$ cat src/rtl/lrts_pkg.sv
// shared constants, types and tables of the line reflection texel shader
// no dependencies; imported by every module in rtl/

package lrts_pkg;

	localparam int COORD_BITS    = 12;
	localparam int FRAC_BITS     = 16;
	localparam int DIM_BITS      = COORD_BITS + 1;
	localparam int GAIN_BITS     = 17;
	localparam int GAIN_FRAC     = 16;
	localparam int GQ            = 30;
	localparam int ZW            = $clog2(FRAC_BITS + 1);
	localparam int LOG_BITS      = FRAC_BITS + ZW;
	localparam int SHIN_SCALE    = 255;
	localparam int EXP_BITS      = GAIN_BITS + 8;
	localparam int GRAY_BITS     = 8;
	localparam int ALPHA_VAL     = 127;
	localparam int CFG_IDX_BITS  = 3;
	localparam int CFG_DATA_BITS = GAIN_BITS;
	localparam int IN_DATA_BITS  = ((2 * COORD_BITS + 7) / 8) * 8;
	localparam int OUT_DATA_BITS = 2 * GRAY_BITS;

	// stage counts of the two long units
	localparam int NORM_LAT = 2 * FRAC_BITS + 4;
	localparam int POW_LAT  = 2 * FRAC_BITS + 4;

	typedef logic [FRAC_BITS:0] fix_t;

	localparam fix_t ONE = {1'b1, {FRAC_BITS{1'b0}}};

	typedef enum logic [CFG_IDX_BITS-1:0] {
		REG_IMAGE_WIDTH  = 3'd0,
		REG_IMAGE_HEIGHT = 3'd1,
		REG_AMBIENT      = 3'd2,
		REG_DIFFUSE      = 3'd3,
		REG_SPECULAR     = 3'd4,
		REG_SHININESS    = 3'd5
	} cfg_reg_t;

	typedef logic [GQ-1:0] root_tab_t [FRAC_BITS];

	function automatic logic [63:0] isqrt64(input logic [63:0] v);
		logic [63:0] rem;
		logic [63:0] res;
		logic [63:0] bv;
		rem = v;
		res = '0;
		bv  = 64'h4000_0000_0000_0000;
		for (int i = 0; i < 32; i++) begin
			if (rem >= res + bv) begin
				rem = rem - (res + bv);
				res = (res >> 1) + bv;
			end else begin
				res = res >> 1;
			end
			bv = bv >> 2;
		end
		return res;
	endfunction

	// r_k = 2^(-2^-(k+1)) in Q0.30, each the root of the one before, the first the root of one half
	function automatic root_tab_t gen_root_tab();
		root_tab_t tab;
		logic [63:0] r;
		r = 64'd1 << (GQ - 1);
		for (int k = 0; k < FRAC_BITS; k++) begin
			r = isqrt64(r << GQ);
			tab[k] = r[GQ-1:0];
		end
		return tab;
	endfunction

	localparam root_tab_t ROOT_TAB = gen_root_tab();

endpackage

$ cat src/rtl/lrts_norm.sv
// one coordinate: |2(idx+1)-(dim+1)|/(dim+1) by a bit-per-stage divider,
// then sqrt(1-a^2) by a bit-per-stage square root; uses lrts_pkg

module lrts_norm (
	input  logic                         clk,
	input  logic                         arst_n,
	input  logic                         en,
	input  logic                         in_valid,
	input  logic [lrts_pkg::COORD_BITS-1:0] idx,
	input  logic [lrts_pkg::DIM_BITS-1:0]   dim,
	output logic                         out_valid,
	output lrts_pkg::fix_t               mag,
	output logic                         neg,
	output lrts_pkg::fix_t               root
);
	import lrts_pkg::*;

	localparam int UW = COORD_BITS + 2;
	localparam int RW = 2 * FRAC_BITS + 3;
	localparam int SQ = FRAC_BITS + 1;

	logic [NORM_LAT-1:0] vld_s;

	logic [UW-1:0]        t_c, u_c, m_c;
	logic [UW-1:0]        rem_s [0:FRAC_BITS];
	logic [UW-1:0]        div_s [0:FRAC_BITS];
	logic [FRAC_BITS-1:0] quo_s [0:FRAC_BITS];
	logic                 sat_s [0:FRAC_BITS];
	logic                 ng_s  [0:FRAC_BITS];

	fix_t                 a_s;
	logic                 na_s;

	logic [RW-1:0]        sr_s  [0:SQ];
	fix_t                 rt_s  [0:SQ];
	fix_t                 ac_s  [0:SQ];
	logic                 nc_s  [0:SQ];

	logic [2*FRAC_BITS+1:0] a_sq;

	always_ff @(posedge clk or negedge arst_n) begin
		if (!arst_n) begin
			vld_s <= '0;
		end else if (en) begin
			vld_s <= {vld_s[NORM_LAT-2:0], in_valid};
		end
	end

	always_comb begin
		t_c = (UW'(idx) + UW'(1)) << 1;
		u_c = UW'(dim) + UW'(1);
		m_c = (t_c >= u_c) ? (t_c - u_c) : (u_c - t_c);
	end

	always_ff @(posedge clk) begin
		if (en) begin
			rem_s[0] <= m_c;
			div_s[0] <= u_c;
			quo_s[0] <= '0;
			sat_s[0] <= (m_c >= u_c);
			ng_s[0]  <= (t_c < u_c);
		end
	end

	// restoring divider, one quotient bit per stage
	for (genvar k = 1; k <= FRAC_BITS; k++) begin : g_div
		logic [UW:0] sh;
		logic        ge;
		assign sh = {rem_s[k-1], 1'b0};
		assign ge = (sh >= {1'b0, div_s[k-1]});
		always_ff @(posedge clk) begin
			if (en) begin
				rem_s[k] <= ge ? UW'(sh - {1'b0, div_s[k-1]}) : sh[UW-1:0];
				div_s[k] <= div_s[k-1];
				quo_s[k] <= {quo_s[k-1][FRAC_BITS-2:0], ge};
				sat_s[k] <= sat_s[k-1];
				ng_s[k]  <= ng_s[k-1];
			end
		end
	end

	// saturate magnitudes at one
	always_ff @(posedge clk) begin
		if (en) begin
			a_s  <= sat_s[FRAC_BITS] ? ONE : {1'b0, quo_s[FRAC_BITS]};
			na_s <= ng_s[FRAC_BITS];
		end
	end

	assign a_sq = a_s * a_s;

	always_ff @(posedge clk) begin
		if (en) begin
			sr_s[0] <= {2'b00, FRAC_BITS'(ONE - fix_t'(a_sq >> FRAC_BITS)) , {FRAC_BITS{1'b0}}}
				| (RW'(a_sq[2*FRAC_BITS+1:FRAC_BITS] == '0) << (2 * FRAC_BITS));
			rt_s[0] <= '0;
			ac_s[0] <= a_s;
			nc_s[0] <= na_s;
		end
	end

	// digit-by-digit square root, one result bit per stage, msb first
	for (genvar j = 1; j <= SQ; j++) begin : g_sqrt
		localparam int B = SQ - j;
		logic [RW-1:0] trial;
		logic          ge;
		assign trial = (RW'(rt_s[j-1]) << (B + 1)) | (RW'(1) << (2 * B));
		assign ge    = (sr_s[j-1] >= trial);
		always_ff @(posedge clk) begin
			if (en) begin
				sr_s[j] <= ge ? (sr_s[j-1] - trial) : sr_s[j-1];
				rt_s[j] <= ge ? (rt_s[j-1] | (fix_t'(1) << B)) : rt_s[j-1];
				ac_s[j] <= ac_s[j-1];
				nc_s[j] <= nc_s[j-1];
			end
		end
	end

	assign out_valid = vld_s[NORM_LAT-1];
	assign mag       = ac_s[SQ];
	assign neg       = nc_s[SQ];
	assign root      = rt_s[SQ];

endmodule

$ cat config.mk
export PLATFORM = sky130hd
export DESIGN_NAME = lrts_norm
export DESIGN_NICKNAME = d
export VERILOG_FILES = /design/src/rtl/lrts_pkg.sv /design/src/rtl/lrts_norm.sv
export SDC_FILE = /design/constraint.sdc
export NUM_CORES = 2
export LEC_CHECK = 0
export BUFFER_PORTS_ARGS = -buffer_cell sky130_fd_sc_hd__buf_2
export CELL_PAD_IN_SITES_DETAIL_PLACEMENT = 0
export CELL_PAD_IN_SITES_GLOBAL_PLACEMENT = 1
export CORE_MARGIN = 2
export CORE_UTILIZATION = 48
export DETAILED_ROUTE_END_ITERATION = 12
export GPL_TIMING_DRIVEN = 0
export PLACE_DENSITY_LB_ADDON = 0.05
export SLEW_MARGIN = 30
export SYNTH_ARGS = -nofsm -noshare
export SYNTH_HDL_FRONTEND = slang
export SYNTH_SLANG_ARGS = --single-unit
$ cat constraint.sdc
create_clock -name clk -period 6.6 [get_ports clk]
set_input_delay 0.66 -clock clk [delete_from_list [all_inputs] [get_ports clk]]
set_output_delay 0.66 -clock clk [all_outputs]
set_load 0.01 [all_outputs]
==> flow_metrics.py <==
metrics = {
    "cts": {
        "cts-root-buf": "clkbuf_16",
        "tritoncts": "built",
        "clock-sinks": 1518,
        "path_clk_slew_ps": 60,
        "numCtsBuffers": 165,
        "cts_buffer_depth": 3,
        "clock_latency_ps": 790,
        "h-tree-depth": 4,
    },
    "place": {
        "io_buffers": 64,
        "placed_cells": 8418,
        "hpwl_microns": 106000,
        "dp_slack_ps": -1850,
        "place_area_sq_um": 81800,
        "finalWeightedCongestion": 0.837,
    },
    "worst_setup_path": {
        "arrival_ps": 7400,
        "critPathKind": "flip-flop to flip-flop",
        "crit_path_max_fanout": 5,
        "endpoint_kind": "flip-flop",
        "critPathLaunchType": "flip-flop",
        "crit_required_ps": 7190,
    },
    "timing": {
        "finalCritPeriodShare": 1.03,
        "worstMarginPinSlew_ps": 947,
        "max-slew-margin-rel": 0.367,
        "fin_ws_ps": -214,
        "fin_crit_ps": 6810,
        "finalSetupViolations": 8,
        "drv_slew": 0,
        "hold_viol": 0,
        "max_freq_ghz": 0.147,
        "rsz0062_at_grt": "true",
        "fin_skew_ps": 21.4,
        "fin_hold_ws_ps": 135,
    },
    "grt": {
        "grt_pass1_wl_microns": 241000,
        "first_global_vias": 46700,
        "overflow": 0,
        "antenna_found_initial": 0,
        "grt_usage": 0.180,
        "grt_max_degree": 135,
    },
    "synth": {
        "synth.avg_cell_area_sq_um": 12.7,
        "yosysWarningCount": 0,
        "synth_top_cell_by_area": "edfxtp_1",
        "yosys_most_used_dff": "edfxtp_1",
        "ys_types": 82,
        "netlist_area_sq_um": 78300,
        "ys_seq_elements": 1518,
        "ys_top_cells_by_area": "edfxtp_1 57%, ha_1 8.4%, fa_1 5.4%",
        "synth_top_area_share": 0.569,
        "postSynth.asyncResetShare": 0.0237,
        "synth-edff-count": 1482,
        "synth-seq-area-share": 0.580,
        "synth_cells": 6165,
    },
    "floorplanning": {
        "chipHeight_microns": 408,
        "start_util": 0.482,
        "core_sq_um": 162000,
        "ios": 65,
        "num_rows": 148,
        "die_w_microns": 408,
        "dieArea_sq_um": 166000,
    },
    "power_and_ir_drop": {
        "leakagePower_uw": 0.0361,
        "power_per_cell_area_nw_per_um2": 431,
        "irDropWorstVdd_mv": 0.597,
    },
    "layout": {
        "mostFrequentLayoutCell": "edfxtp_1",
        "nets": 7277,
        "antennaDiodeCount": 0,
        "final_area_sq_um": 88700,
        "drive_gt1_frac": 0.106,
        "final_cells": 8810,
        "area_growth_pct": 13.3,
        "layout_common_cells": "1482 x edfxtp_1, 816 x inv_1, 511 x ha_1",
    },
    "detailed_routing": {
        "routed_wl_microns": 147000,
        "firstDrtPassIters": 5,
        "vias": 45300,
        "wire_per_inst_microns": 16.7,
        "drt_iter0_drc": 2861,
        "via_per_inst": 5.15,
        "drtAntennaViolNets": 0,
        "route.detailed.drc": 0,
    },
    "worst_hold_path": {
        "holdCritPathClass": "input port to flip-flop",
    },
    "outcome": {
        "violations": "setup timing",
        "status": "complete, but fails checks",
    },
    "flow_run": {
        "maxCapViolations": 0,
    },
}
[area by class of cell]
type | instances | area (sq um)
Tap cell | 2175 | 2720
Multi-Input combinational cell | 3709 | 30000
Clock buffer | 208 | 4360
Timing Repair Buffer | 179 | 1620
Sequential cell | 1518 | 45400
Fill cell | 13800 | 73800
Clock inverter | 85 | 815
Inverter | 836 | 3140
Buffer | 100 | 604
[synthesized netlist by cell type (73+ instances only)]
cell type and n:
inv_1 836, a21o_1 118, a21oi_1 311, mux2_2 112, edfxtp_1 1482, o21a_1 88
nor2_1 265, nand3_1 73, nor3_1 104, nor2b_1 73, xnor2_1 267, ha_1 526
nand2_1 429, o21ai_0 266, and2_1 75, fa_1 213, clkbuf_1 91, xor2_1 149
[power breakdown]
group          leakage [uW]  total [uW]  internal [uW]  switching, uW
registers            0.0147       13900          13000            870
clock network       0.00253        8820           5090           3730
logic                0.0188       15500           7070           8390
[registers in the layout (all words and copies together), names as in the netlist]
signal / count
vld_s: 36
sr_s: 369
ng_s: 17
sat_s: 17
rt_s: 153
ac_s: 306
a_s: 17
na_s: 1
nc_s: 18
rem_s: 224
quo_s: 136
div_s: 224
[layer usage]
layer | track usage | vias up | part of all wire
met5 | 0 | - | 0
met4 | 0.0601 | 0 | 0.030
met3 | 0.0272 | 259 | 0.031
met2 | 0.321 | 595 | 0.51
met1 | 0.223 | 21900 | 0.43
li1 | - | 22600 | -
[path summary, 6_finish.rpt]
path                       cells after the start     endpoint  slack, ps   startpoint
max in group asynchronous                      2    vld_s[20]       5590       arst_n
setup / recovery                              24  sr_s[0][32]       -210      a_s[12]
min in group asynchronous                      2     vld_s[1]        510       arst_n
setup reg to reg                              24  sr_s[0][32]       -210      a_s[12]
hold / removal                                 2     vld_s[0]        140     in_valid
hold reg to reg                                0  ac_s[14][3]        400  ac_s[13][3]
[worst max-delay path, cell delays in order (launching register included)]
cell	delay, ps
edfxtp_1	510
clkbuf_8	210
buf_4	130
buf_6	120
nand2_4	60
fa_1	440
fa_1	500
fa_1	520
inv_2	50
fa_1	490
fa_1	490
inv_1	50
fa_1	500
inv_2	50
ha_4	220
buf_4	140
a31o_4	240
a31oi_4	210
nand3_4	200
a311oi_4	350
a211oi_4	100
nor4b_4	370
nand2_1	150
a211o_1	330
nor4_4	180
[kinds of logic (layout without fill, tap and decap cells)]
family | count (synthesis) | after routing | share of synthesized area
AND/OR/NAND/NOR | 1357 | 1358 | 0.0854
other | 1 | 2 | 0.0000479
AO/OA/AOI/OAI | 1058 | 1058 | 0.0846
adder cells (fa/ha/maj) | 739 | 739 | 0.139
flip-flops | 1518 | 1518 | 0.580
multiplexers | 136 | 136 | 0.0192
XOR/XNOR | 416 | 416 | 0.0466
buffers and inverters | 940 | 1408 | 0.0453
[through the flow]
stage | utilization | power, uW | TNS, ps
after floorplan | - | 23600 | 0
after global placement | 0.501 | 27200 | -
after detailed placement | 0.504 | 26900 | -21500
after CTS | 0.545 | 38000 | -267
after global routing | 0.546 | 40900 | -3260
final | 0.546 | 38200 | -938
[what timing repair did]
item / CTS / global route
pin swaps: 115 / 14
endpoints found under the hold margin: 36 / 0
setup endpoints to repair: 17 / 12
gates cloned: 2 / 0
resized for setup: 185 / 14
hold buffers: 1 / 0
buffers inserted: 92 / 8
Power figures use the tool's default switching activity.
